[config.mk]
export PLATFORM = sky130hd
export DESIGN_NAME = dtmf_front
export DESIGN_NICKNAME = d
export VERILOG_FILES = /design/src/design/dwell_time_mode_finder_defines.svh /design/src/design/dtmf_pkg.sv /design/src/design/dtmf_front.sv
export SDC_FILE = /design/constraint.sdc
export NUM_CORES = 1
export LEC_CHECK = 0
export ABC_CLOCK_PERIOD_IN_PS = 6700
export BUFFER_PORTS_ARGS = -buffer_cell sky130_fd_sc_hd__buf_2
export CAP_MARGIN = 20
export CELL_PAD_IN_SITES_DETAIL_PLACEMENT = 0
export CELL_PAD_IN_SITES_GLOBAL_PLACEMENT = 1
export CORE_MARGIN = 5
export CORE_UTILIZATION = 41
export DETAILED_ROUTE_END_ITERATION = 6
export PLACE_DENSITY = 0.84
export SYNTH_ARGS = -nofsm -noshare
export SYNTH_HDL_FRONTEND = slang
export SYNTH_SLANG_ARGS = --single-unit
[constraint.sdc]
create_clock -name clock -period 6.7 [get_ports clock]
set_input_delay 0.335 -clock clock [delete_from_list [all_inputs] [get_ports clock]]
set_output_delay 0.335 -clock clock [all_outputs]
set_load 0.02 [all_outputs]
[src/design/dwell_time_mode_finder_defines.svh]
// ----------------------------------------------------------------------------
// Dwell-time mode finder assertion macros
// Shared property forms used by the checks at the end of the RTL modules.
// ----------------------------------------------------------------------------
`ifndef DWELL_TIME_MODE_FINDER_DEFINES_SVH
`define DWELL_TIME_MODE_FINDER_DEFINES_SVH

// Consequent must hold in the same cycle as the antecedent.
`define DTMF_ASSERT_NOW(label, clk, rst, ante, cons, msg) \
   label: assert property (@(posedge clk) disable iff (rst) (ante) |-> (cons)) \
      else $error(msg);

// Consequent must hold in the cycle after the antecedent.
`define DTMF_ASSERT_NEXT(label, clk, rst, ante, cons, msg) \
   label: assert property (@(posedge clk) disable iff (rst) (ante) |=> (cons)) \
      else $error(msg);

`endif

[src/design/dtmf_pkg.sv]
// ----------------------------------------------------------------------------
// Dwell-time mode finder package
// Widths, register map, default sizes and the types shared by the modules.
// ----------------------------------------------------------------------------
`default_nettype none

package dtmf_pkg;

   localparam int TIME_W   = 32;
   localparam int STATUS_W = 8;
   localparam int BIN_W    = 8;
   localparam int DATA_W   = 32;

   // Number of distinct bin indexes a row can carry.
   localparam int BIN_SPACE = 1 << BIN_W;

   localparam int NUM_BINS_DEFAULT = 256;
   localparam int QUEUE_DEPTH      = 4;

   localparam int CSR_ADDR_W = 4;

   localparam logic [1:0] REG_WINDOW_START = 2'd0;
   localparam logic [1:0] REG_WINDOW_END   = 2'd1;
   localparam logic [1:0] REG_STOP_CODE    = 2'd2;

   typedef struct packed {
      logic [TIME_W-1:0]   window_start;
      logic [TIME_W-1:0]   window_end;
      logic [STATUS_W-1:0] stop_code;
   } cfg_type;

   typedef struct packed {
      logic [BIN_W-1:0]  bin;
      logic [TIME_W-1:0] amount;
      logic              add_en;
      logic              last;
   } job_type;

endpackage

`default_nettype wire

[src/design/dtmf_front.sv]
// ----------------------------------------------------------------------------
// Dwell-time mode finder front end
// Accepts log rows, clips each interval to the window and queues the work.
// ----------------------------------------------------------------------------
`default_nettype none

module dtmf_front #(
   parameter int NUM_BINS = dtmf_pkg::NUM_BINS_DEFAULT
) (
   input  wire logic                          clock,
   input  wire logic                          reset,
   input  wire dtmf_pkg::cfg_type             cfg,
   input  wire logic                          req_valid,
   output logic                               req_stall,
   input  wire logic [dtmf_pkg::TIME_W-1:0]   req_row_time,
   input  wire logic [dtmf_pkg::STATUS_W-1:0] req_row_status,
   input  wire logic [dtmf_pkg::BIN_W-1:0]    req_row_bin,
   input  wire logic                          req_row_last,
   input  wire logic                          q_full,
   output logic                               q_push,
   output dtmf_pkg::job_type                  q_job
);

   logic [dtmf_pkg::TIME_W-1:0]   prev_time_ff, prev_time_in;
   logic [dtmf_pkg::STATUS_W-1:0] prev_status_ff, prev_status_in;
   logic [dtmf_pkg::BIN_W-1:0]    prev_bin_ff, prev_bin_in;
   logic                          prev_valid_ff, prev_valid_in;

   logic                          accept;
   logic                          counted;
   logic                          in_range;
   logic [dtmf_pkg::TIME_W-1:0]   hi;
   logic [dtmf_pkg::TIME_W-1:0]   lo;
   logic                          add_en;

   assign req_stall = q_full;
   assign accept    = req_valid && !req_stall;

   always_comb begin
      counted  = prev_valid_ff && (prev_status_ff != cfg.stop_code)
                 && (prev_time_ff <= cfg.window_end);
      in_range = 32'(prev_bin_ff) < 32'(NUM_BINS);
      hi       = (req_row_time < cfg.window_end) ? req_row_time : cfg.window_end;
      lo       = (prev_time_ff > cfg.window_start) ? prev_time_ff : cfg.window_start;
      add_en   = counted && in_range && (hi > lo);

      q_job.bin    = add_en ? prev_bin_ff : '0;
      q_job.amount = hi - lo;
      q_job.add_en = add_en;
      q_job.last   = req_row_last;
      q_push       = accept && (add_en || req_row_last);

      prev_time_in   = prev_time_ff;
      prev_status_in = prev_status_ff;
      prev_bin_in    = prev_bin_ff;
      prev_valid_in  = prev_valid_ff;
      if (accept) begin
         if (req_row_last) begin
            prev_time_in   = '0;
            prev_status_in = '0;
            prev_bin_in    = '0;
            prev_valid_in  = 1'b0;
         end else begin
            prev_time_in   = req_row_time;
            prev_status_in = req_row_status;
            prev_bin_in    = req_row_bin;
            prev_valid_in  = 1'b1;
         end
      end
   end

   always_ff @(posedge clock) begin
      if (reset) begin
         prev_time_ff   <= '0;
         prev_status_ff <= '0;
         prev_bin_ff    <= '0;
         prev_valid_ff  <= 1'b0;
      end else begin
         prev_time_ff   <= prev_time_in;
         prev_status_ff <= prev_status_in;
         prev_bin_ff    <= prev_bin_in;
         prev_valid_ff  <= prev_valid_in;
      end
   end

endmodule

`default_nettype wire

======== Yosys cells after proc, flatten, opt, wreduce, memory -nomap -nowiden ========
Index checks and enable logic that the tools add are counted.
cells by class
  add/subtract/negate cells ............... 1
  multiply operators ...................... 0
  div/mod/pow operators ................... 0
  order comparisons ....................... 4
  equality and inequality tests ........... 1
  shifts and indexed selects .............. 0
  muxes and demuxes ....................... 7
  bitwise gates (word level) .............. 0
  reductions and logical operators ........ 7
operators with widths
  kind                 number
  $mux W32             3
  $gt A32 B32 Y1       2
  $le A32 B32 Y1       1
  $lt A32 B32 Y1       1
  $sub A32 B32 Y32     1
  $mux W8              3
  $ne A8 B8 Y1         1
  $logic_and A1 B1 Y1  5
  $logic_not A1 Y1     1
  $logic_or A1 B1 Y1   1
  $mux W1              1
storage, ports and cells
  register bits after elaboration ......... 49
  bits in latches ......................... 0
  memory bits (writable) .................. 0
  ROM bits ................................ 0
  input port bits ......................... 125
  output and inout bits ................... 44
  logic and storage cells ................. 24
  memories kept ........................... 0

======== Depth between registers and ports, before layout ========
  depth after elaboration ................. 6
  depth in mapped cells ................... 23
  depth with buffers taken out ............ 21

======== Worst setup path before layout ========
OpenSTA, ideal clock, no wires.
  path kind ............................... in2out
  from .................................... in cfg[17] (netlist bit)
  to ...................................... out q_job[33] (netlist bit)
  data arrival time ....................... 4.809 ns
  required time ........................... 6.365 ns
  setup slack ............................. 1.556 ns
  stages .................................. 20
  buffers on the path ..................... 1
  path through ............................ inv_1 -> ha_1 -> a21o_1 -> a21o_1 -> a2111oi_2 -> o211ai_1 -> and3_1 -> o31ai_1 -> nand2_1 -> buf_6 -> mux2_4 -> ha_1 -> a21oi_1 -> a21o_1 -> a21boi_1 -> nor3b_1 -> a21oi_2 -> a31oi_1 -> o41a_1 -> a221oi_1
RTL lines
  item                RTL line          source
  start: declaration  dtmf_front.sv:12  input wire dtmf_pkg::cfg_type cfg,
  end: declaration    dtmf_front.sv:21  output dtmf_pkg::job_type q_job

==> results_dict.tcl <==
set metrics [dict create \
    die-area_mm2 0.0196 \
    crit_path_end_kind "output pin" \
    grt-busiest-layer "met2" \
    chipWidth_um 140 \
    cts_max_level 2 \
    nNetsFinal 1262 \
    grt_pass1_vias 6839 \
    hp-class "in -> reg" \
    syn_to_final_growth_pct 16.7 \
    synth_nets 1118 \
    post_cts_resized 0 \
    grt_overflow 0 \
    synth_flop_cell "dfxtp_1" \
    status "finished clean" \
    drt_wl_total_mm 22.0 \
    finalSetupTns_ps 0 \
    yosysTopAreaCellShare 0.229 \
    rows 47 \
    insertion_delay_ps 310 \
    cts_hold_buf 0 \
    synth-seq-cells 49 \
    postSynthAreaPerCell_um2 8.03 \
    diodes 0 \
    synthArstFlopShare 0 \
    synth.cell_area_mm2 0.00694 \
    clock_skew_ps 0 \
    min_period_ps 6160 \
    clockBufferDepth 2 \
    drc 0 \
    p_int_w 0.000757 \
    grt_use_met1 0.298 \
    rsz0062_at_grt "no" \
    tritoncts "done" \
    core_region_area_mm2 0.0166 \
    p_per_area_mw_per_mm2 169 \
    vias_per_cell 5.52 \
    power_frac_seq 0.226 \
    p_sw_frac 0.446 \
    antenna_found_initial 3 \
    ctsRootBufferMaster "clkbuf_16" \
    synth_top_area_cell "ha_1" \
    routabilityCongestion 0.905 \
    power.leakage_nw 4.36 \
    portBuffers 168 \
    synth_edf_count 0 \
    startpoint_type "flip-flop" \
    wl_per_cell_um 17.9 \
    path_clk_slew_ps 80 \
    synth_cell_types 57 \
    ys.warnings.count 0 \
    switchingPower_w 0.000610 \
    clock_sinks 49 \
    numCtsBuffers 5 \
    finalCritPeriodShare 0.920 \
    drt.antenna.violating_nets 0 \
    finalPower_w 0.00137 \
    grt_pass1_wl_mm 35.2 \
    fmax_ghz 0.162 \
    cap_violations 0 \
    power_frac_clock 0.211 \
    dr_total_vias 6794 \
    pin_count 169 \
    first_pass_iters 4 \
    fill_cells 1706 \
    hold_viol_final 0 \
    criticalPathCategory "reg -> out" \
    synthCells 865 \
    initial_core_util 0.419 \
    arrival_ps 5830 \
    setup_viol 0 \
    ir_worst_vdd_mv 0.0992 \
    cp_data_required_time_ps 6360 \
    hpwl_mm 17.6 \
    drive_above_1_share 0.219 \
    grt_usage 0.218 \
    met2_usage 0.360 \
    post_cts_buffers 0 \
    drt_iter0_drc 318 \
    grt_start_max_net_pins 52 \
    synth-seq-area-share 0.141 \
    grt_use_met3 0.0412 \
    crit_fanout 10 \
    netlist_top_cells_area "ha_1, dfxtp_1, a21oi_1" \
    dieHeight_um 140 \
    relSlewSlack 0.273 \
    worst_pin_slew_ps 1090 \
    slew_viol_final 0 \
    p_comb_frac 0.563 \
]
final timing paths:
path,startpoint,endpoint,slack (ps),cells past startpoint
worst max-delay path,prev_time_ff[27],q_job[38],540,20
worst min-delay path,req_row_status[2],prev_status_ff[2],290,3
worst max register to register,prev_time_ff[4],prev_time_ff[4],6000,2
worst min register to register,prev_bin_ff[5],prev_bin_ff[5],450,2
routing by layer:
metal | vias to the layer above | share of wire | wire (µm)
met5 | - | 0.0012 | 26
met1 | 3099 | 0.47 | 10400
li1 | 3445 | - | -
met2 | 212 | 0.45 | 9870
met3 | 32 | 0.060 | 1330
met4 | 6 | 0.019 | 411
cell families after synthesis:
| family | after synthesis | share of synthesized area |
|---|---|---|
| simple gates | 232 | 0.181 |
| fa+ha+maj | 128 | 0.232 |
| xor+xnor | 33 | 0.0416 |
| compound gates | 242 | 0.218 |
| buf+inv | 116 | 0.0710 |
| flops | 49 | 0.141 |
| mux | 65 | 0.115 |
cell usage after synthesis, types with 8 or more instances:
library cell	number
nor3_1	11
nor2b_1	9
nand4_1	27
and2_1	9
dfxtp_1	49
mux2_4	29
nand2_1	72
a21oi_1	108
mux2i_1	33
nor2_1	24
inv_1	78
a21o_1	50
ha_1	127
nand3b_1	48
xnor2_1	26
clkbuf_1	26
o21ai_0	28
o211ai_1	8
cell usage in the layout, fill, tap and decap left out, drive strengths merged, types with 28 or more instances in the layout:
master,Yosys,routed
a21o,50,50
a21oi,109,109
buf,12,175
dfxtp,49,49
ha,127,127
inv,78,81
mux2,32,32
mux2i,33,33
nand2,72,72
nand3b,48,48
o21ai,28,28
critical path: stages, from the launching register on:
cell      delay (ps)
dfxtp_1          360
ha_1             330
nand4_1          140
or3_1            410
or3_1            430
or3_1            400
o31ai_4          140
buf_4            250
mux2_1           330
ha_1             200
inv_1             70
fa_1             220
a211oi_1         110
o21ai_0          450
nand3_1          220
a31oi_1          270
nor3_1           110
o211ai_1         280
and4_1           450
and2_1           190
buf_2            160
area by class of cell:
type	instances	area [µm²]	share of cell area
flip-flops and latches	49	981	0.121
multi-input cells	700	5490	0.678
clock buffers	5	125	0.0154
inverters	78	293	0.0361
clock inverters	3	28.8	0.00355
repair buffers	175	906	0.112
well taps	220	275	0.0340
registers in the layout (all words and copies together), names as in the netlist:
signal,count
prev_time_ff,32
prev_bin_ff,8
prev_status_ff,8
prev_valid_ff,1
power groups by stage:
| stage | clock, W | sequential, W | combinational (W) |
|---|---|---|---|
| final | 0.000288 | 0.000309 | 0.000770 |
| after global routing | 0.000306 | 0.000310 | 0.000847 |
| after CTS | 0.000297 | 0.000308 | 0.000769 |
| after detailed placement | 0 | 0.000315 | 0.000765 |
| after global placement | 0 | 0.000315 | 0.000764 |
| after floorplan | 0 | 0.000312 | 0.000532 |
stage by stage:
stage | hold slack [ps] | utilization | setup WS [ps] | instances | instance area (µm²)
after detailed placement | 441 | 0.478 | 488 | 1221 | 7920
final | 287 | 0.489 | 536 | 1230 | 8100
after CTS | 278 | 0.487 | 455 | 1229 | 8080
after global routing | 296 | 0.489 | 116 | 1230 | 8100
after floorplan | 427 | - | 1560 | 865 | 6940
after global placement | 440 | 0.478 | 594 | 1221 | 7920
No activity file was read; power rests on OpenSTA's default activity.
