$ cat config.mk
export PLATFORM = sky130hd
export DESIGN_NAME = dtmf_queue
export DESIGN_NICKNAME = d
export VERILOG_FILES = /design/src/design/dtmf_pkg.sv /design/src/design/dtmf_queue.sv
export VERILOG_INCLUDE_DIRS = /design/src /design/src/design
export SDC_FILE = /design/constraint.sdc
export NUM_CORES = 1
export LEC_CHECK = 0
export BUFFER_PORTS_ARGS = -buffer_cell sky130_fd_sc_hd__clkbuf_2
export CORE_MARGIN = 1
export CORE_UTILIZATION = 50
export DETAILED_ROUTE_END_ITERATION = 8
export PLACE_DENSITY_LB_ADDON = 0.1
export SYNTH_ARGS = -nofsm -noshare
export SYNTH_HDL_FRONTEND = slang
export SYNTH_SLANG_ARGS = --single-unit
$ cat constraint.sdc
create_clock -name clock -period 3.7 [get_ports clock]
set_clock_uncertainty 0.15 [all_clocks]
set_input_delay 0.185 -clock clock [delete_from_list [all_inputs] [get_ports clock]]
set_output_delay 0.185 -clock clock [all_outputs]
set_load 0.005 [all_outputs]
$ cat src/design/dwell_time_mode_finder_defines.svh
// ----------------------------------------------------------------------------
// Dwell-time mode finder assertion macros
// Shared property forms used by the checks at the end of the RTL modules.
// ----------------------------------------------------------------------------
`ifndef DWELL_TIME_MODE_FINDER_DEFINES_SVH
`define DWELL_TIME_MODE_FINDER_DEFINES_SVH

// Consequent must hold in the same cycle as the antecedent.
`define DTMF_ASSERT_NOW(label, clk, rst, ante, cons, msg) \
   label: assert property (@(posedge clk) disable iff (rst) (ante) |-> (cons)) \
      else $error(msg);

// Consequent must hold in the cycle after the antecedent.
`define DTMF_ASSERT_NEXT(label, clk, rst, ante, cons, msg) \
   label: assert property (@(posedge clk) disable iff (rst) (ante) |=> (cons)) \
      else $error(msg);

`endif

$ cat src/design/dtmf_pkg.sv
// ----------------------------------------------------------------------------
// Dwell-time mode finder package
// Widths, register map, default sizes and the types shared by the modules.
// ----------------------------------------------------------------------------
`default_nettype none

package dtmf_pkg;

   localparam int TIME_W   = 32;
   localparam int STATUS_W = 8;
   localparam int BIN_W    = 8;
   localparam int DATA_W   = 32;

   // Number of distinct bin indexes a row can carry.
   localparam int BIN_SPACE = 1 << BIN_W;

   localparam int NUM_BINS_DEFAULT = 256;
   localparam int QUEUE_DEPTH      = 4;

   localparam int CSR_ADDR_W = 4;

   localparam logic [1:0] REG_WINDOW_START = 2'd0;
   localparam logic [1:0] REG_WINDOW_END   = 2'd1;
   localparam logic [1:0] REG_STOP_CODE    = 2'd2;

   typedef struct packed {
      logic [TIME_W-1:0]   window_start;
      logic [TIME_W-1:0]   window_end;
      logic [STATUS_W-1:0] stop_code;
   } cfg_type;

   typedef struct packed {
      logic [BIN_W-1:0]  bin;
      logic [TIME_W-1:0] amount;
      logic              add_en;
      logic              last;
   } job_type;

endpackage

`default_nettype wire

$ cat src/design/dtmf_queue.sv
// ----------------------------------------------------------------------------
// Dwell-time mode finder work queue
// Short FIFO that decouples the front end from the accumulation back end.
// ----------------------------------------------------------------------------
`default_nettype none

`include "dwell_time_mode_finder_defines.svh"

module dtmf_queue (
   input  wire logic              clock,
   input  wire logic              reset,
   input  wire logic              push,
   input  wire dtmf_pkg::job_type push_job,
   output logic                   full,
   input  wire logic              pop,
   output logic                   head_valid,
   output dtmf_pkg::job_type      head_job
);

   localparam int DEPTH = dtmf_pkg::QUEUE_DEPTH;
   localparam int PW    = $clog2(DEPTH);
   localparam int CW    = $clog2(DEPTH + 1);
   localparam logic [PW-1:0] PTR_LAST  = PW'(DEPTH - 1);
   localparam logic [CW-1:0] CNT_DEPTH = CW'(DEPTH);

   dtmf_pkg::job_type slot_ff [DEPTH];
   logic [PW-1:0]     wr_ptr_ff, wr_ptr_in;
   logic [PW-1:0]     rd_ptr_ff, rd_ptr_in;
   logic [CW-1:0]     count_ff, count_in;
   logic              do_push;
   logic              do_pop;

   assign full       = (count_ff == CNT_DEPTH);
   assign head_valid = (count_ff != '0);
   assign head_job   = slot_ff[rd_ptr_ff];
   assign do_push    = push && !full;
   assign do_pop     = pop && head_valid;

   always_comb begin
      wr_ptr_in = wr_ptr_ff;
      rd_ptr_in = rd_ptr_ff;
      count_in  = count_ff;
      if (do_push) begin
         wr_ptr_in = (wr_ptr_ff == PTR_LAST) ? '0 : wr_ptr_ff + 1'b1;
      end
      if (do_pop) begin
         rd_ptr_in = (rd_ptr_ff == PTR_LAST) ? '0 : rd_ptr_ff + 1'b1;
      end
      if (do_push && !do_pop) begin
         count_in = count_ff + 1'b1;
      end else if (do_pop && !do_push) begin
         count_in = count_ff - 1'b1;
      end
   end

   always_ff @(posedge clock) begin
      if (reset) begin
         wr_ptr_ff <= '0;
         rd_ptr_ff <= '0;
         count_ff  <= '0;
      end else begin
         wr_ptr_ff <= wr_ptr_in;
         rd_ptr_ff <= rd_ptr_in;
         count_ff  <= count_in;
      end
   end

   always_ff @(posedge clock) begin
      if (do_push) begin
         slot_ff[wr_ptr_ff] <= push_job;
      end
   end

   `DTMF_ASSERT_NOW(a_no_overflow, clock, reset, push, !full, "push into a full work queue")
   `DTMF_ASSERT_NOW(a_no_underflow, clock, reset, pop, head_valid, "pop from an empty work queue")

endmodule

`default_nettype wire

### Word-level counts from Yosys, hierarchy flattened

Memories as Yosys holds them, arrays and structs flattened. A register that Yosys moved wholly into a read port is not among the register bits.
Index checks and enable logic that the tools add are counted.

| word-level totals | value |
|---|---|
| output and inout port bits | 44 |
| word-level logic and storage cells | 28 |
| input port bits | 46 |
| register bits after elaboration | 7 |
| memories | 1 |
| RAM bits | 168 |

Memories:

| name | depth | bits a word | rd ports | clocked after memory_dff | write ports | line | text |
|---|---|---|---|---|---|---|---|
| slot_ff | 4 | 42 | 1 | 1 | 1 | dtmf_queue.sv:26 | `dtmf_pkg::job_type slot_ff [DEPTH];` |

| operators by class | value |
|---|---|
| mux-type cells | 8 |
| $add $sub $neg | 4 |
| equality and inequality tests | 3 |
| reductions and logical operators | 9 |

Operators with widths:

| kind | number |
|---|---|
| $mux W2 | 4 |
| $mux W3 | 2 |
| $add A2 B1 Y2 const B | 2 |
| $eq A2 B2 Y1 const B | 2 |
| $logic_and A1 B1 Y1 | 4 |
| $add A3 B1 Y3 const B | 1 |
| $eq A3 B3 Y1 const B | 1 |
| $logic_not A1 Y1 | 3 |
| $reduce_bool A3 Y1 | 1 |
| $sub A3 B1 Y3 const B | 1 |
| $mux W1 | 2 |
| $reduce_bool A2 Y1 | 1 |

### Depth between registers and ports, before layout

| depth | value |
|---|---|
| depth in word-level cells | 7 |
| gate-level depth with buffers | 10 |
| gate-level depth less buffers | 9 |

### Worst setup path after synthesis

OpenSTA, ideal clock, no wires.

| timing | value |
|---|---|
| path kind | reg2reg |
| from | register count_ff[0] |
| to | register count_ff[2] |
| period minus slack after synthesis | 2325 ps |
| data arrival time | 2105 ps |
| path slack | 1375 ps |
| data required time | 3480 ps |
| stages on the path, launching flop included | 11 |
| path through | dfxtp_1 -> or3b_1 -> buf_6 -> clkinv_4 -> nor2_2 -> ha_1 -> inv_1 -> fa_1 -> xor2_1 -> or3_2 -> a21oi_1 |

| on the way | value |
|---|---|
| longest elaborated chain between the ends | 6 |

Ends and longest elaborated chain:

| item | line | text |
|---|---|---|
| start: declaration | dtmf_queue.sv:29 | `logic [CW-1:0] count_ff, count_in;` |
| start signal: assignment | dtmf_queue.sv:64 | `count_ff <= count_in;` |
| $eq A3 B3 Y1 (*) | dtmf_queue.sv:33 | `assign full = (count_ff == CNT_DEPTH);` |
| net full | dtmf_queue.sv:14 | `output logic full,` |
| $logic_not A1 Y1 (*) | dtmf_queue.sv:36 | `assign do_push = push && !full;` |
| $logic_and A1 B1 Y1 (*) | dtmf_queue.sv:36 |  |
| net do_push | dtmf_queue.sv:30 | `logic do_push;` |
| $logic_not A1 Y1 | dtmf_queue.sv:51 | `end else if (do_pop && !do_push) begin` |
| $logic_and A1 B1 Y1 | dtmf_queue.sv:51 |  |
| $reduce_bool A2 Y1 (no source line) | n/a |  |

Mark *: on every way through the listed nets, which the timed path passes. The rest lies on a longest branch. The select of a mux whose other input is x is not followed.
A chain may end at the register's enable or synchronous reset.

### Worst setup path in the final report

| timing | value |
|---|---|
| from | register count_ff[0] |
| to | register count_ff[2] |

| on the way | value |
|---|---|
| longest elaborated chain between the ends | 6 |

Ends and longest elaborated chain:

| item | line |
|---|---|
| $eq A3 B3 Y1 (*) | dtmf_queue.sv:33 |
| $logic_not A1 Y1 (*) | dtmf_queue.sv:36 |
| $logic_and A1 B1 Y1 (*) | dtmf_queue.sv:36 |
| net do_push | dtmf_queue.sv:30 |
| $logic_not A1 Y1 | dtmf_queue.sv:51 |
| $logic_and A1 B1 Y1 | dtmf_queue.sv:51 |
| $reduce_bool A2 Y1 (no source line) | n/a |

Marks and branches as above.

==> results.md <==
- WS Path Type: register to register
- Htree depth: 4
- Placed insts: 526
- Root buffer cell: clkbuf_16
- Outcome: complete, no violations
- Multiplexer area fraction after synthesis: 14.8%
- Post-synth net total: 323
- GRT Total Usage: 17.4%
- Final count of negative-setup-slack endpoints: 0
- Final hold violation count: 0
- Largest family of logic cells by synthesized area: multiplexers
- Core area: 12700 sq um
- CTS tree: built
- CP Data Required Time: 3900 ps
- Cells after Synth: 270
- Clk sinks: 177
- Std-Cell Rows: 41
- Reg2reg end: count_ff[2]$_SDFFE_PP0P_
- CP startpoint: count_ff[0]$_SDFFE_PP0P_
- DRC: 0
- Yosys cell types: 26
- Xor and xnor area share after synthesis: 0.268%
- Final Max Tran Viols: 0
- Reg clk slew, reported paths: 60 ps
- Worst skew pair latency: 410 ps
- Compound-cell area share of the yosys netlist: 0.765%
- Max_slew headroom: 42.4%
- Synth warn: 0
- Largest net degree at the start of global routing: 43
- Vias: 3096
- Max Freq: 384 MHz
- Hold crit path type: register to register
- Synth Area in Adders: 1.45%
- Top cell type's share of synthesized area: 77.1%
- I/O Buffers: 89
- DIE HEIGHT: 116 um
- FF-to-FF Start: count_ff[0]$_SDFFE_PP0P_
- Top post-synthesis cells by area: edfxtp_1, mux4_2, dfxtp_1, ha_1, and3_2
- Initial core utilization: 51.7%
- I/O pin total: 90
- Crit path max fanout: 7
- Via-to-Cell Ratio: 5.13
- RSZ-0062 raised after global routing: no
- Hpwl dp: 6.39 mm
- LEAKAGE: 2.85 nW
- Cell Area, Synth: 6550 sq um
- Critical path endpoint: count_ff[2]$_SDFFE_PP0P_
- Fin crit share: 70.3%
- # resized after CTS: 0
- Die ar.: 13600 sq um
- Synthesized flop and latch total: 177
- Grt total ovfl: 0
- Die width: 116 um
- Share of cells above drive strength 1: 40.5%
- Final nets: 472
- Setup WS post-layout: 1100 ps
- Period minus WS final: 2600 ps
- Seq/Total Area, Yosys: 79.8%
- Router iterations before antenna repair: 4
- TritonCTS Buffers: 17
- Initial antenna violation count: 0
- Simple-gate share of the synthesized area: 1.47%
- Synth area leader: edfxtp_1
- Routed WL: 10.7 mm
- Placer Congestion: 0.741
- CTS Buffer Depth: 2
- DRT iter0 DRCs: 197
- Setup TNS: 0 ps
- CP arrival: 2800 ps
- First-pass GRT wire length: 16.4 mm
- Worst-margin pin slew: 864 ps
- CP Capture Type: register
- P per Cell Area: 625 nW/um^2
- Wire per inst: 17.8 um
- Reg2reg path depth: 9
- Startpoint Class: register
- DP Worst Slack: 1110 ps
- # Max-Cap Violations: 0
- Antenna diodes: 0
- Post-DRT Antenna Nets: 0
- Filler cell count in the final layout: 915
- R2R Setup Slk: 1100 ps
- Number of global-route vias before repair: 3159
- Syn_area_per_cell: 24.2 sq um
- Peak VDD IR: 0.000386 V
- Area growth syn-to-layout: 25.3%
- Cell Count, Final, Fillers Out: 604
## cell families after synthesis
family	count (synthesis)
compound gates	7
xor+xnor	2
fa+ha+maj	7
buf+inv	17
flops	177
mux	44
simple gates	16
## cells in the mapped netlist
| cell | n |
|---|---|
| edfxtp_1 | 168 |
| mux4_2 | 42 |
| dfxtp_1 | 9 |
| ha_1 | 6 |
| and3_2 | 4 |
| buf_2 | 4 |
| buf_4 | 4 |
| inv_1 | 4 |
| a21oi_1 | 3 |
| clkbuf_1 | 3 |
| nor2_1 | 3 |
| mux2i_1 | 2 |
| nand3_1 | 2 |
| o31ai_2 | 2 |
| or3_2 | 2 |
| xor2_1 | 2 |
| buf_6 | 1 |
| clkinv_4 | 1 |
| fa_1 | 1 |
| nand2_1 | 1 |
| nor2_2 | 1 |
| nor3_1 | 1 |
| o21ai_0 | 1 |
| o21ai_1 | 1 |
| or3_1 | 1 |
| or3b_1 | 1 |
## area by class of cell
class	count	area [sq um]	share of cell area, %
clock buffer	25	475	5.80
clock inverter	7	63.8	0.778
inverter	5	23.8	0.290
multi-input combinational	76	1220	14.9
sequential	177	5230	63.7
tap	172	215	2.62
timing repair buffer	142	971	11.8
## worst min path at each step
stage / slack [ps] / start / cells after the start / to
floorplan: 130 / push_job[0] / 0 / slot_ff[0][0]$_DFFE_PP_
global placement: 250 / push_job[12] / 1 / slot_ff[2][12]$_DFFE_PP_
detailed placement: 250 / push_job[27] / 1 / slot_ff[1][27]$_DFFE_PP_
CTS: 340 / rd_ptr_ff[0]$_SDFFE_PP0P_ / 2 / register
global route: 380 / push_job[27] / 2 / slot_ff[3][27]$_DFFE_PP_
finish: 340 / rd_ptr_ff[0]$_SDFFE_PP0P_ / 2 / register
## layout by cell type (no fill, tap or decap), types with 4 or more instances in the layout
master         count
dlygate4sd3_1     46
clkbuf_1           6
clkbuf_16         17
dfxtp_1            7
ha_1               6
buf_4              6
clkbuf_2          89
inv_1              4
and3_2             4
mux4_2            42
edfxtp_1         168
## sequential cells by signal, summed over array words and instances, names as in the netlist, named ones only
register,count
count_ff,3
slot_ff,168
wr_ptr_ff,2
rd_ptr_ff,2
## critical path, stage by stage, from the launching register on
cell and delay [ps]:
dfxtp_1 440, or3b_1 310, clkinv_4 90, nor2_2 160
ha_1 210, inv_1 60, fa_1 380, xor2_1 180
or3_2 410, a21oi_1 140
## report_power, final
part	internal [mW]	switching [mW]	leakage, nW
Combinational	0.534	0.386	0.980
Sequential	2.43	0.166	1.61
Clock	0.956	0.660	0.259
## through the flow
step / area (sq um) / util, % / power (mW) / hold WS, ps
finish: 8200 / 64.7 / 5.13 / 339
global route: 8200 / 64.7 / 5.37 / 377
CTS: 8200 / 64.7 / 5.21 / 344
detailed placement: 7200 / 56.9 / 3.55 / 255
global placement: 7200 / 56.9 / 3.53 / 252
floorplan: 6550 / - / 3.17 / 134
## what timing repair did
| item | 4_1_cts | 5_1_grt |
|---|---|---|
| endpoints found under the hold margin | 177 | 0 |
| hold buffers | 46 | 0 |
| buffers inserted | 0 | 0 |
## layer usage
| metal | global-route usage [%] | vias up | part of all wire [%] |
|---|---|---|---|
| li1 | - | 1434 | - |
| met1 | 23.7 | 1573 | 44 |
| met2 | 26.6 | 79 | 50 |
| met3 | 4.72 | 10 | 4.9 |
| met4 | 7.69 | 0 | 1.1 |
| met5 | 0 | - | 0 |
No activity file was read; power rests on OpenSTA's default activity.
