**config.mk**
```make
export PLATFORM = sky130hd
export DESIGN_NAME = dtmf_csr
export DESIGN_NICKNAME = d
export VERILOG_FILES = /design/src/design/dwell_time_mode_finder_defines.svh /design/src/design/dtmf_pkg.sv /design/src/design/dtmf_csr.sv
export SDC_FILE = /design/constraint.sdc
export NUM_CORES = 1
export LEC_CHECK = 0
export ABC_CLOCK_PERIOD_IN_PS = 2350
export BUFFER_PORTS_ARGS = -buffer_cell sky130_fd_sc_hd__buf_4
export CAP_MARGIN = 20
export CORE_MARGIN = 4
export CORE_UTILIZATION = 52
export CTS_CLUSTER_SIZE = 28
export DETAILED_ROUTE_END_ITERATION = 8
export PLACE_DENSITY = 0.92
export SLEW_MARGIN = 20
export SYNTH_ARGS = -nofsm -noshare
export SYNTH_HDL_FRONTEND = slang
export SYNTH_SLANG_ARGS = --single-unit
```
**constraint.sdc**
```tcl
create_clock -name clock -period 2.35 [get_ports clock]
set_input_delay 0 -clock clock [delete_from_list [all_inputs] [get_ports clock]]
set_output_delay 0 -clock clock [all_outputs]
set_load 0.005 [all_outputs]
```
**src/design/dwell_time_mode_finder_defines.svh**
```systemverilog
// ----------------------------------------------------------------------------
// Dwell-time mode finder assertion macros
// Shared property forms used by the checks at the end of the RTL modules.
// ----------------------------------------------------------------------------
`ifndef DWELL_TIME_MODE_FINDER_DEFINES_SVH
`define DWELL_TIME_MODE_FINDER_DEFINES_SVH

// Consequent must hold in the same cycle as the antecedent.
`define DTMF_ASSERT_NOW(label, clk, rst, ante, cons, msg) \
   label: assert property (@(posedge clk) disable iff (rst) (ante) |-> (cons)) \
      else $error(msg);

// Consequent must hold in the cycle after the antecedent.
`define DTMF_ASSERT_NEXT(label, clk, rst, ante, cons, msg) \
   label: assert property (@(posedge clk) disable iff (rst) (ante) |=> (cons)) \
      else $error(msg);

`endif

```
**src/design/dtmf_pkg.sv**
```systemverilog
// ----------------------------------------------------------------------------
// Dwell-time mode finder package
// Widths, register map, default sizes and the types shared by the modules.
// ----------------------------------------------------------------------------
`default_nettype none

package dtmf_pkg;

   localparam int TIME_W   = 32;
   localparam int STATUS_W = 8;
   localparam int BIN_W    = 8;
   localparam int DATA_W   = 32;

   // Number of distinct bin indexes a row can carry.
   localparam int BIN_SPACE = 1 << BIN_W;

   localparam int NUM_BINS_DEFAULT = 256;
   localparam int QUEUE_DEPTH      = 4;

   localparam int CSR_ADDR_W = 4;

   localparam logic [1:0] REG_WINDOW_START = 2'd0;
   localparam logic [1:0] REG_WINDOW_END   = 2'd1;
   localparam logic [1:0] REG_STOP_CODE    = 2'd2;

   typedef struct packed {
      logic [TIME_W-1:0]   window_start;
      logic [TIME_W-1:0]   window_end;
      logic [STATUS_W-1:0] stop_code;
   } cfg_type;

   typedef struct packed {
      logic [BIN_W-1:0]  bin;
      logic [TIME_W-1:0] amount;
      logic              add_en;
      logic              last;
   } job_type;

endpackage

`default_nettype wire

```
**src/design/dtmf_csr.sv**
```systemverilog
// ----------------------------------------------------------------------------
// Dwell-time mode finder register file
// APB-style access to the window bounds and the stop status code.
// ----------------------------------------------------------------------------
`default_nettype none

module dtmf_csr (
   input  wire logic                            clock,
   input  wire logic                            reset,
   input  wire logic                            psel,
   input  wire logic                            penable,
   input  wire logic                            pwrite,
   input  wire logic [dtmf_pkg::CSR_ADDR_W-1:0] paddr,
   input  wire logic [dtmf_pkg::DATA_W-1:0]     pwdata,
   output logic      [dtmf_pkg::DATA_W-1:0]     prdata,
   output logic                                 pready,
   output dtmf_pkg::cfg_type                    cfg
);

   logic [dtmf_pkg::TIME_W-1:0]   win_start_ff, win_start_in;
   logic [dtmf_pkg::TIME_W-1:0]   win_end_ff, win_end_in;
   logic [dtmf_pkg::STATUS_W-1:0] stop_code_ff, stop_code_in;
   logic                          wr_en;
   logic [1:0]                    reg_idx;

   assign pready  = 1'b1;
   assign wr_en   = psel && penable && pwrite;
   assign reg_idx = paddr[3:2];

   always_comb begin
      win_start_in = win_start_ff;
      win_end_in   = win_end_ff;
      stop_code_in = stop_code_ff;
      prdata       = '0;
      unique case (reg_idx)
         dtmf_pkg::REG_WINDOW_START: begin
            prdata = win_start_ff;
            if (wr_en) begin
               win_start_in = pwdata;
            end
         end
         dtmf_pkg::REG_WINDOW_END: begin
            prdata = win_end_ff;
            if (wr_en) begin
               win_end_in = pwdata;
            end
         end
         dtmf_pkg::REG_STOP_CODE: begin
            prdata = {{(dtmf_pkg::DATA_W-dtmf_pkg::STATUS_W){1'b0}}, stop_code_ff};
            if (wr_en) begin
               stop_code_in = pwdata[dtmf_pkg::STATUS_W-1:0];
            end
         end
         default: begin
            prdata = '0;
         end
      endcase
   end

   always_ff @(posedge clock) begin
      if (reset) begin
         win_start_ff <= '0;
         win_end_ff   <= '1;
         stop_code_ff <= '0;
      end else begin
         win_start_ff <= win_start_in;
         win_end_ff   <= win_end_in;
         stop_code_ff <= stop_code_in;
      end
   end

   assign cfg.window_start = win_start_ff;
   assign cfg.window_end   = win_end_ff;
   assign cfg.stop_code    = stop_code_ff;

endmodule

`default_nettype wire

```
# After elaboration in Yosys (flattened, before gate mapping)
# Index checks and enable logic that the tools add are counted.
[word_totals] inputBits=41 elab_cells=12 regBits=72 out_inout_bits=105
[classes] reduce_logical=6 n_eq_ne=2 muxes=1
[op_table] operator="32-bit case mux with 3 select lines" count=1
[op_table] operator="2-bit AND reduction" count=3
[op_table] operator="2-bit by 1-bit == test with 1-bit output (second input constant)" count=1
[op_table] operator="2-bit == test (second input constant)" count=1
[op_table] operator="1-bit logical AND" count=2
[op_table] operator="2-bit zero test" count=1

# Longest topological paths before layout
# Gate-level depths: netlist of run 1.
[depth] ltp_word=3 mapped_depth=5 ltp_nobuf=3

# Worst setup path after synthesis of run 1
# No wires, ideal clock.
[synth_path] path_type="input -> register" start="in paddr[2] in the netlist's numbering" end="reg win_start_ff[0] in the netlist's numbering" n_path_buf=2 required_ns=2.278 stages=4 arrival_ns=0.854 path_slack_ns=1.424 cell_sequence="buf_2 nor3_4 buf_8 mux2i_1"
[synth_between] elab_chain_len=2
[synth_lines] element="start: declaration" line_no="dtmf_csr.sv:13" source="input wire logic [dtmf_pkg::CSR_ADDR_W-1:0] paddr,"
[synth_lines] element="2-bit zero test" line_no="dtmf_csr.sv:35" source="unique case (reg_idx)"
[synth_lines] element="2-bit AND reduction (no source line)"
[synth_lines] element="end signal: assignment" line_no="dtmf_csr.sv:66" source="win_start_ff <= win_start_in;"
[synth_lines] element="end: declaration" line_no="dtmf_csr.sv:20" source="logic [dtmf_pkg::TIME_W-1:0] win_start_ff, win_start_in;"
# Every way passes these cells.
# A chain may end at the register's enable or synchronous reset.

# Worst setup path in the final report of run 1
[layout_path] start="in paddr[3] in the netlist's numbering" end="out prdata[6] in the netlist's numbering"
[layout_between] elab_chain_len=2 elab_cells_between_ends=4 cone_classes="eq/ne (2); mux (1); reduce/logical (1)"
[layout_lines] element="2-bit == test, or another cell as far along" line_no="dtmf_csr.sv:35"
[layout_lines] element="32-bit case mux with 3 select lines (*)" line_no="dtmf_csr.sv:35"
[layout_lines] element="end: declaration" line_no="dtmf_csr.sv:15" source="output logic [dtmf_pkg::DATA_W-1:0] prdata,"
# Mark *: on every way between the ends. The rest lies on a longest branch, timed or not.

==> metrics.log, run 1 <==
INFO  metric run_status = finished, final reports clean
INFO  metric synth_largest_area_cell = sky130_fd_sc_hd__dfxtp_1
INFO  metric p_r_area_growth_vs_syn = 41.47%
INFO  metric clock_sinks = 72
INFO  metric clockPowerShare = 36.1%
INFO  metric synth_seq_area_share = 39.61%
INFO  metric dpl_cell_area = 4646 sq um
INFO  metric finalWorstSetupSlack = 1138 ps
INFO  metric dieHeight = 91.65 microns
INFO  metric stdcell_area = 5147 sq um
INFO  metric cp.arrival = 1210 ps
INFO  metric slowest_stage_delay_on_critical_path = 370 ps
INFO  metric synthDistinctLibCells = 18
INFO  metric maximum_number_of_pins_on_one_net_before_global_route_repair = 77
INFO  metric powerDensity = 495.7 nW/um^2
INFO  metric ant_nets = 0
INFO  metric postSynthNetCount = 431
INFO  metric timing.setup.tns = 0 ps
INFO  metric global_route.usage.total = 23.17%
INFO  metric hp-class = primary input to register
INFO  metric number_of_detailed_routing_iterations_run_before_antenna_repair = 4
INFO  metric initial_antenna_violation_count = 0
INFO  metric post_synth_instance_area = 3638 sq um
INFO  metric resize_count_post_cts = 0
INFO  metric finalCriticalPeriod = 1212 ps
INFO  metric start_kind = primary input
INFO  metric type_of_the_worst_setup_path = primary input to output pin
INFO  metric critical-path-top-delay-family = buffers and inverters
INFO  metric report.final.slew_viol_count = 0
INFO  metric die_area = 8400 sq um
INFO  metric area_share_of_the_leading_cell_type_in_the_synthesized_netlist = 39.61%
INFO  metric critical_path.max_fanout = 35
INFO  metric die-width = 91.65 microns
INFO  metric clk_pin_slew_worst_paths = 70 ps
INFO  metric vias_in_the_first_global_route = 3401
INFO  metric buffer_ports.inserted = 142
INFO  metric drive_above_1_share = 29.48%
INFO  metric swShare = 23.94%
INFO  metric critPathCaptureType = output pin
INFO  metric post_cts_setup_buffers = 0
INFO  metric cell_by_cell_trace_of_the_critical_path = buf_4 > nor2b_1 > buf_4 > nand2_1 > o21ai_1 > buf_4
INFO  metric root_buffer = sky130_fd_sc_hd__clkbuf_8
INFO  metric drc = 0
INFO  metric avgSynthCellArea = 9.329 sq um
INFO  metric clock-skew-final = 0 ps
INFO  metric max-slew-margin-rel = 58.57%
INFO  metric max-vdd-ir-drop = 0.2666 mV
INFO  metric combPwrFrac = 14.9%
INFO  metric route.final.wire_length = 9801 microns
INFO  metric preCtsSetupSlack = 815.9 ps
INFO  metric total_leakage_power = 2.227 nW
INFO  metric grt_pass1_wl = 15950 microns
INFO  metric drv.max_cap_violation_count = 0
INFO  metric p_seq_share = 49.0%
INFO  metric global_route.overflow_total = 0
INFO  metric cts_hold_buf = 32
INFO  metric synthTopCellsByArea = sky130_fd_sc_hd__dfxtp_1, sky130_fd_sc_hd__mux2i_1, sky130_fd_sc_hd__nand2b_1
INFO  metric detailed_place_hpwl = 6279 microns
INFO  metric setup_violations = 0
INFO  metric worst_path_most_repeated_cell = sky130_fd_sc_hd__buf_4
INFO  metric cts_buffer_depth = 2
INFO  metric num_io_pins = 146
INFO  metric clock_latency_late_sink = 320 ps
INFO  metric tritoncts = built
INFO  metric gpl.final_weighted_congestion = 0.7216
INFO  metric row_count = 30
INFO  metric filler_cell_count = 449
INFO  metric cts-buffers-inserted = 9
INFO  metric total_net_switching_power = 0.0006109 W
INFO  metric fmax = 825.1 MHz
INFO  metric start_util = 53.55%
INFO  metric routedWlPerCell = 15.10 microns
INFO  metric antenna_cells_inserted = 0
INFO  metric worst_path_max_delay_cell = sky130_fd_sc_hd__buf_4
INFO  metric vias_per_cell = 5.057
INFO  metric ys_warn_count = 0
INFO  metric p_int = 0.001941 W
INFO  metric timing.final.hold_violations = 0
INFO  metric timing.critical_path.buf_inv = 3
INFO  metric vias = 3282
INFO  metric critPathRequiredTime = 2350 ps
INFO  metric cts_htree_levels = 3
INFO  metric fin_crit_sh = 51.57%
INFO  metric layout.nets = 589
INFO  metric setup_repair_after_global_routing_missed_its_margin = no
INFO  metric core_area = 6794 sq um
INFO  metric synth_cells = 390
INFO  metric drt_first_iter_violations = 87
INFO  metric worst-slew-pin-transition = 621.5 ps
INFO  metric synth.ff_latch_count = 72
## Yosys cell counts
| cell | count |
|---|---|
| sky130_fd_sc_hd__buf_2 | 5 |
| sky130_fd_sc_hd__nor2_1 | 88 |
| sky130_fd_sc_hd__nor2b_1 | 1 |
| sky130_fd_sc_hd__nand2_1 | 8 |
| sky130_fd_sc_hd__buf_6 | 2 |
| sky130_fd_sc_hd__conb_1 | 1 |
| sky130_fd_sc_hd__dfxtp_1 | 72 |
| sky130_fd_sc_hd__buf_4 | 3 |
| sky130_fd_sc_hd__clkbuf_1 | 16 |
| sky130_fd_sc_hd__mux2i_1 | 104 |
| sky130_fd_sc_hd__nor3_4 | 1 |
| sky130_fd_sc_hd__nor3b_2 | 1 |
| sky130_fd_sc_hd__nand4_4 | 1 |
| sky130_fd_sc_hd__nand3_2 | 1 |
| sky130_fd_sc_hd__buf_12 | 3 |
| sky130_fd_sc_hd__o21ai_1 | 8 |
| sky130_fd_sc_hd__buf_8 | 3 |
| sky130_fd_sc_hd__nand2b_1 | 72 |
## state kept, by name (all words and copies together) (netlist names)
signal        count
stop_code_ff      8
win_start_ff     32
win_end_ff       32
## worst reg2reg max path: cells and delay by family, from the launching register on
kind             cells  cell delay (ps)
DFF                  1              340
muxes                1               90
and+or+nand+nor      1              140
## worst paths after layout
check	start	to	slack [ps]	cells after the start
max	paddr[3]	prdata[6]	1140	6
min	penable	stop_code_ff[3]	90	3
max reg2reg	win_end_ff[16]	win_end_ff[16]	1660	2
min reg2reg	win_start_ff[0]	win_start_ff[0]	480	2
## power groups by stage
| stage | clock network, W | registers [W] | logic, W |
|---|---|---|---|
| final | 0.000921 | 0.00125 | 0.000381 |
| after global routing | 0.000986 | 0.00125 | 0.000412 |
| after CTS | 0.000937 | 0.00125 | 0.000378 |
| after detailed placement | 0 | 0.00128 | 0.000333 |
| after global placement | 0 | 0.00128 | 0.000323 |
| after floorplan | 0 | 0.00128 | 0.000183 |
## through the flow
step                utilization, %  std cells  hold slack, ps  power (W)
finish                       75.76        649           89.32   0.002552
global placement             68.38        601           262.7   0.001599
CTS                          75.76        649           77.00   0.002564
floorplan                        -        390           155.3   0.001459
global route                 75.76        649           94.35   0.002650
detailed placement           68.38        601           274.4   0.001610
## layout make-up
| class | instances | area (sq um) | share of cell area, % |
|---|---|---|---|
| multi-input combinational | 286 | 1968 | 38.24 |
| sequential | 72 | 1441 | 28.00 |
| timing repair buffer | 179 | 1436 | 27.90 |
| clock buffer | 13 | 138.9 | 2.698 |
| tap | 96 | 120.1 | 2.333 |
| clock inverter | 3 | 42.54 | 0.8264 |
## cells by family (layout without fill, tap and decap cells)
kind of cell / Yosys count / count (layout) / synth area share [%]
AND/OR/NAND/NOR: 173 / 173 / 24.11
multiplexers: 104 / 104 / 28.61
flip-flops: 72 / 72 / 39.61
buffers and inverters: 32 / 195 / 6.465
AO/OA/AOI/OAI: 8 / 8 / 1.100
other: 1 / 1 / 0.1031
## routing by layer
| layer | wire, microns | track usage [%] | vias to the layer above | share of wire, % |
|---|---|---|---|---|
| li1 | - | - | 1590 | - |
| met1 | 3915 | 25.35 | 1548 | 40 |
| met2 | 5107 | 42.97 | 124 | 52 |
| met3 | 626 | 5.414 | 20 | 6.4 |
| met4 | 151 | 8.668 | 0 | 1.5 |
| met5 | 0 | 0 | - | 0 |
## layout by cell type (no fill, tap or decap), types with 4 or more instances in the layout
master / instances
sky130_fd_sc_hd__buf_4: 146
sky130_fd_sc_hd__mux2i_1: 104
sky130_fd_sc_hd__nor2_1: 88
sky130_fd_sc_hd__nand2b_1: 72
sky130_fd_sc_hd__dfxtp_1: 72
sky130_fd_sc_hd__dlygate4sd3_1: 32
sky130_fd_sc_hd__clkbuf_8: 9
sky130_fd_sc_hd__nand2_1: 8
sky130_fd_sc_hd__o21ai_1: 8
sky130_fd_sc_hd__clkbuf_1: 4
No activity file was read; power rests on OpenSTA's default activity.
==> run 2, diff against run 1 <==
Settings changed: ABC_AREA set to 1, ABC_CLOCK_PERIOD_IN_PS 2350 to 1250, CORE_UTILIZATION 52 to 47, PLACE_DENSITY 0.92 to 0.87.
Clock period 2.35 ns to 1.25 ns, I/O delays scaled along.
==> run 2 against run 1 <==
Effect of this change: wire length grew 2.1%; sequential power rose by 91%; sequential share of layout area rose by 1.8 points; count of clock-buffer cells in the layout increased by 1; worst hold slack gained 24 ps; combinational power is 98% higher; largest cell class is now buffers; highest routed layer unchanged; first-iteration DRC count is 140% higher; register-to-register slack got worse by 1000 ps.
==> metrics.log, run 2 <==
INFO  metric clockPowerShare = 34.2% (-1.9 points)
INFO  metric total_net_switching_power = 0.001163 W (+90%)
INFO  metric worstSetupEndpoint = prdata[27]
INFO  metric worst_path_max_delay_cell = sky130_fd_sc_hd__dfxtp_1
INFO  metric start_kind = register
INFO  metric die_area = 8206 sq um (-2.3%)
INFO  metric synthDistinctLibCells = 14 (-4)
INFO  metric maximum_number_of_pins_on_one_net_before_global_route_repair = 73 (-5.2%)
INFO  metric mostFrequentLayoutCell = sky130_fd_sc_hd__buf_4
INFO  metric vias_per_cell = 5.078 (+0.42%)
INFO  metric timing.final.hold_violations = 0 (unchanged)
INFO  metric initial_antenna_violation_count = 0 (unchanged)
INFO  metric holdPathStages = 4 (+1)
INFO  metric reg2reg_to = win_start_ff[28]
INFO  metric drt_first_iter_violations = 205 (+140%)
INFO  metric cts_htree_levels = 3 (unchanged)
INFO  metric ys_warn_count = 0 (unchanged)
INFO  metric combPwrFrac = 15.8% (+0.9 points)
INFO  metric number_of_detailed_routing_iterations_run_before_antenna_repair = 5 (+1)
INFO  metric row_count = 29 (-3.3%)
INFO  metric post_synth_instance_area = 3206 sq um (-12%)
INFO  metric num_io_pins = 146 (unchanged)
INFO  metric synth_cells = 465 (+19%)
INFO  metric synth_async_sr_flop_share = 0% (unchanged)
INFO  metric grt_pass1_wl = 16570 microns (+3.9%)
INFO  metric finalWorstSetupSlack = 210.1 ps (-927.9 ps)
INFO  metric clk_pin_slew_worst_paths = 70 ps (about the same)
INFO  metric routedWlPerCell = 14.02 microns (-7.2%)
INFO  metric global_route.usage.total = 24.36% (+1.2 points)
INFO  metric biggestRegsByFlops = win_end_ff: 32 flops, win_start_ff: 32 flops, stop_code_ff: 8 flops
INFO  metric buffer_ports.inserted = 142 (unchanged)
INFO  metric yosys-top-cells-count = sky130_fd_sc_hd__nand2_1, sky130_fd_sc_hd__nor2_1, sky130_fd_sc_hd__nand3_1
INFO  metric resize_count_post_cts = 0 (unchanged)
INFO  metric critPathRequiredTime = 1250 ps (-1100 ps)
INFO  metric reg2reg_setup_slack = 630 ps (-1030 ps)
INFO  metric postSynthNetCount = 506 (+17%)
INFO  metric ant_nets = 0 (unchanged)
INFO  metric fmax = 961.6 MHz
INFO  metric finalCriticalPeriod = 1040 ps
INFO  metric synth_seq_area_share = 44.96% (+5.4 points)
INFO  metric timing.setup.tns = 0 ps (unchanged)
INFO  metric max-vdd-ir-drop = 0.5278 mV (+98%)
INFO  metric cts-buffers-inserted = 9 (unchanged)
INFO  metric synth.ff_latch_count = 72 (unchanged)
INFO  metric setup_repair_after_global_routing_missed_its_margin = no
INFO  metric critPathCaptureType = output pin
INFO  metric vias = 3626 (+10%)
INFO  metric p_int = 0.003614 W (+86%)
INFO  metric post-synth-top-count-cell = sky130_fd_sc_hd__nand2_1
INFO  metric report.final.slew_viol_count = 0 (unchanged)
INFO  metric p_r_area_growth_vs_syn = 50.98%
INFO  metric clock_latency_late_sink = 330 ps (about the same)
INFO  metric total_leakage_power = 2.502 nW (+12%)
INFO  metric p_seq_share = 50.0% (+1.0 points)
INFO  metric gpl.final_weighted_congestion = 0.7907 (+9.6%)
INFO  metric antenna_cells_inserted = 0 (unchanged)
INFO  metric tritoncts = built
INFO  metric finalNonFillerCells = 714 (+10%)
INFO  metric powerDensity = 987.2 nW/um^2 (+99%)
INFO  metric core_area = 6495 sq um (-4.4%)
INFO  metric dieHeight = 90.59 microns (-1.2%)
INFO  metric layout.nets = 675 (+15%)
INFO  metric slowest_stage_delay_on_critical_path = 340 ps (-30 ps)
INFO  metric hp-class = primary input to register
INFO  metric route.final.wire_length = 10010 microns (+2.1%)
INFO  metric clock-skew-final = 0 ps (unchanged)
INFO  metric timing.reg2reg.worst_path_depth = 2 (unchanged)
INFO  metric synthTopCellsByArea = sky130_fd_sc_hd__dfxtp_1, sky130_fd_sc_hd__nand2_1, sky130_fd_sc_hd__nand3_1
INFO  metric fin_crit_sh = 83.19%
INFO  metric root_buffer = sky130_fd_sc_hd__clkbuf_8
INFO  metric synth_edf_count = 0 (unchanged)
INFO  metric run_status = finished, final reports clean
INFO  metric cell_by_cell_trace_of_the_critical_path = a22o_1 > buf_4
INFO  metric avgSynthCellArea = 6.894 sq um (-26%)
INFO  metric preCtsSetupSlack = 117.9 ps (-698.0 ps)
INFO  metric die-width = 90.59 microns (-1.2%)
INFO  metric worstReg2RegStart = win_start_ff[28]
INFO  metric synthFlopType = sky130_fd_sc_hd__dfxtp_1
INFO  metric critical_path.max_fanout = 3 (-91%)
INFO  metric area_share_of_the_leading_cell_type_in_the_synthesized_netlist = 44.96% (+5.4 points)
INFO  metric clock_sinks = 72 (unchanged)
INFO  metric setup_violations = 0 (unchanged)
INFO  metric setup.worst_path.start = win_start_ff[27]
INFO  metric cts_buffer_depth = 2 (unchanged)
INFO  metric synth_largest_area_cell = sky130_fd_sc_hd__dfxtp_1
INFO  metric drc = 0 (unchanged)
INFO  metric start_util = 49.35% (-4.2 points)
INFO  metric dpl.cell_count = 668 (+11%)
INFO  metric vias_in_the_first_global_route = 3490 (+2.6%)
INFO  metric most-common-layout-cells = sky130_fd_sc_hd__buf_4, sky130_fd_sc_hd__nand2_1, sky130_fd_sc_hd__nand3_1, sky130_fd_sc_hd__nor2_1, sky130_fd_sc_hd__dfxtp_1
INFO  metric cp.arrival = 1040 ps (-170 ps)
INFO  metric drive_above_1_share = 27.94% (-1.5 points)
INFO  metric post-layout-total-power = 0.004778 W (+87%)
INFO  metric drv.max_cap_violation_count = 0 (unchanged)
INFO  metric global_route.overflow_total = 0 (unchanged)
INFO  metric detailed_place_hpwl = 6719 microns (+7.0%)
INFO  metric type_of_the_worst_setup_path = register to output pin
INFO  metric swShare = 24.35% (+0.41 points)
## run 2: cell count changes after synthesis, sizes merged, moves of 24 or more
cell    delta
nand2    +125
mux2i    -104
nand3     +80
nand2b    -72
inv       +37
a22o      +24
## run 2: stage by stage
stage	hold slack [ps]	utilization, %	area [sq um]
final	113.5	74.51	4840
after floorplan	126.2	-	3206
after global routing	116.2	74.51	4840
after detailed placement	226.1	66.92	4347
after CTS	110.0	74.51	4840
after global placement	219.8	66.92	4347
## run 2: kinds of logic (layout without fill, tap and decap cells)
family,Yosys count,count (layout),share of synthesized area [%]
other cells,1,1,0.1170
simple gates,300,300,38.68
compound gates,24,24,6.557
flops,72,72,44.96
buf+inv,68,240,9.680
## run 2: how the worst min path moves through the flow
stage,startpoint,to,slack (ps)
finish,reset,win_end_ff[18],110
global route,reset,win_end_ff[22],120
CTS,reset,win_end_ff[22],110
detailed placement,pwdata[6],win_end_ff[6],230
global placement,pwdata[4],win_end_ff[4],220
floorplan,pwdata[0],win_end_ff[0],130
## run 2: cell type report
type / instances / area, sq um
fillers: 489 / 1655
repair buffers: 189 / 1524
multi-input cells: 325 / 1466
flip-flops and latches: 72 / 1441
clock buffers: 14 / 172.7
inverters: 37 / 138.9
well taps: 77 / 96.34
## run 2: power groups by stage
stage	sequential, W	clock, W	combinational (W)
4_1_cts	0.00239	0.00166	0.000749
6_report	0.00239	0.00163	0.000755
3_3_place_gp	0.00244	0	0.000651
3_5_place_dp	0.00244	0	0.000666
2_1_floorplan	0.00244	0	0.000304
5_1_grt	0.00239	0.00176	0.000829
## run 2: critical path, delay by kind of cell, from the launching register on
kind | cells | cell delay [ps]
flops | 1 | 340
compound gates | 1 | 240
buf+inv | 1 | 130
## run 2: what timing repair did
action / CTS / global route
hold endpoints to repair: 41 / 0
hold buffers: 32 / 0
setup endpoints to repair: 0 / 0
setup buffers: 0 / 0
## run 2: routing by layer
layer  track usage (%)  up-vias  routed length (microns)
li1                  -     1805                        -
met1             26.57     1655                     3817
met2             45.46      151                     5277
met3             6.583       15                      774
met4             7.398        0                      141
met5                 0        -                        0
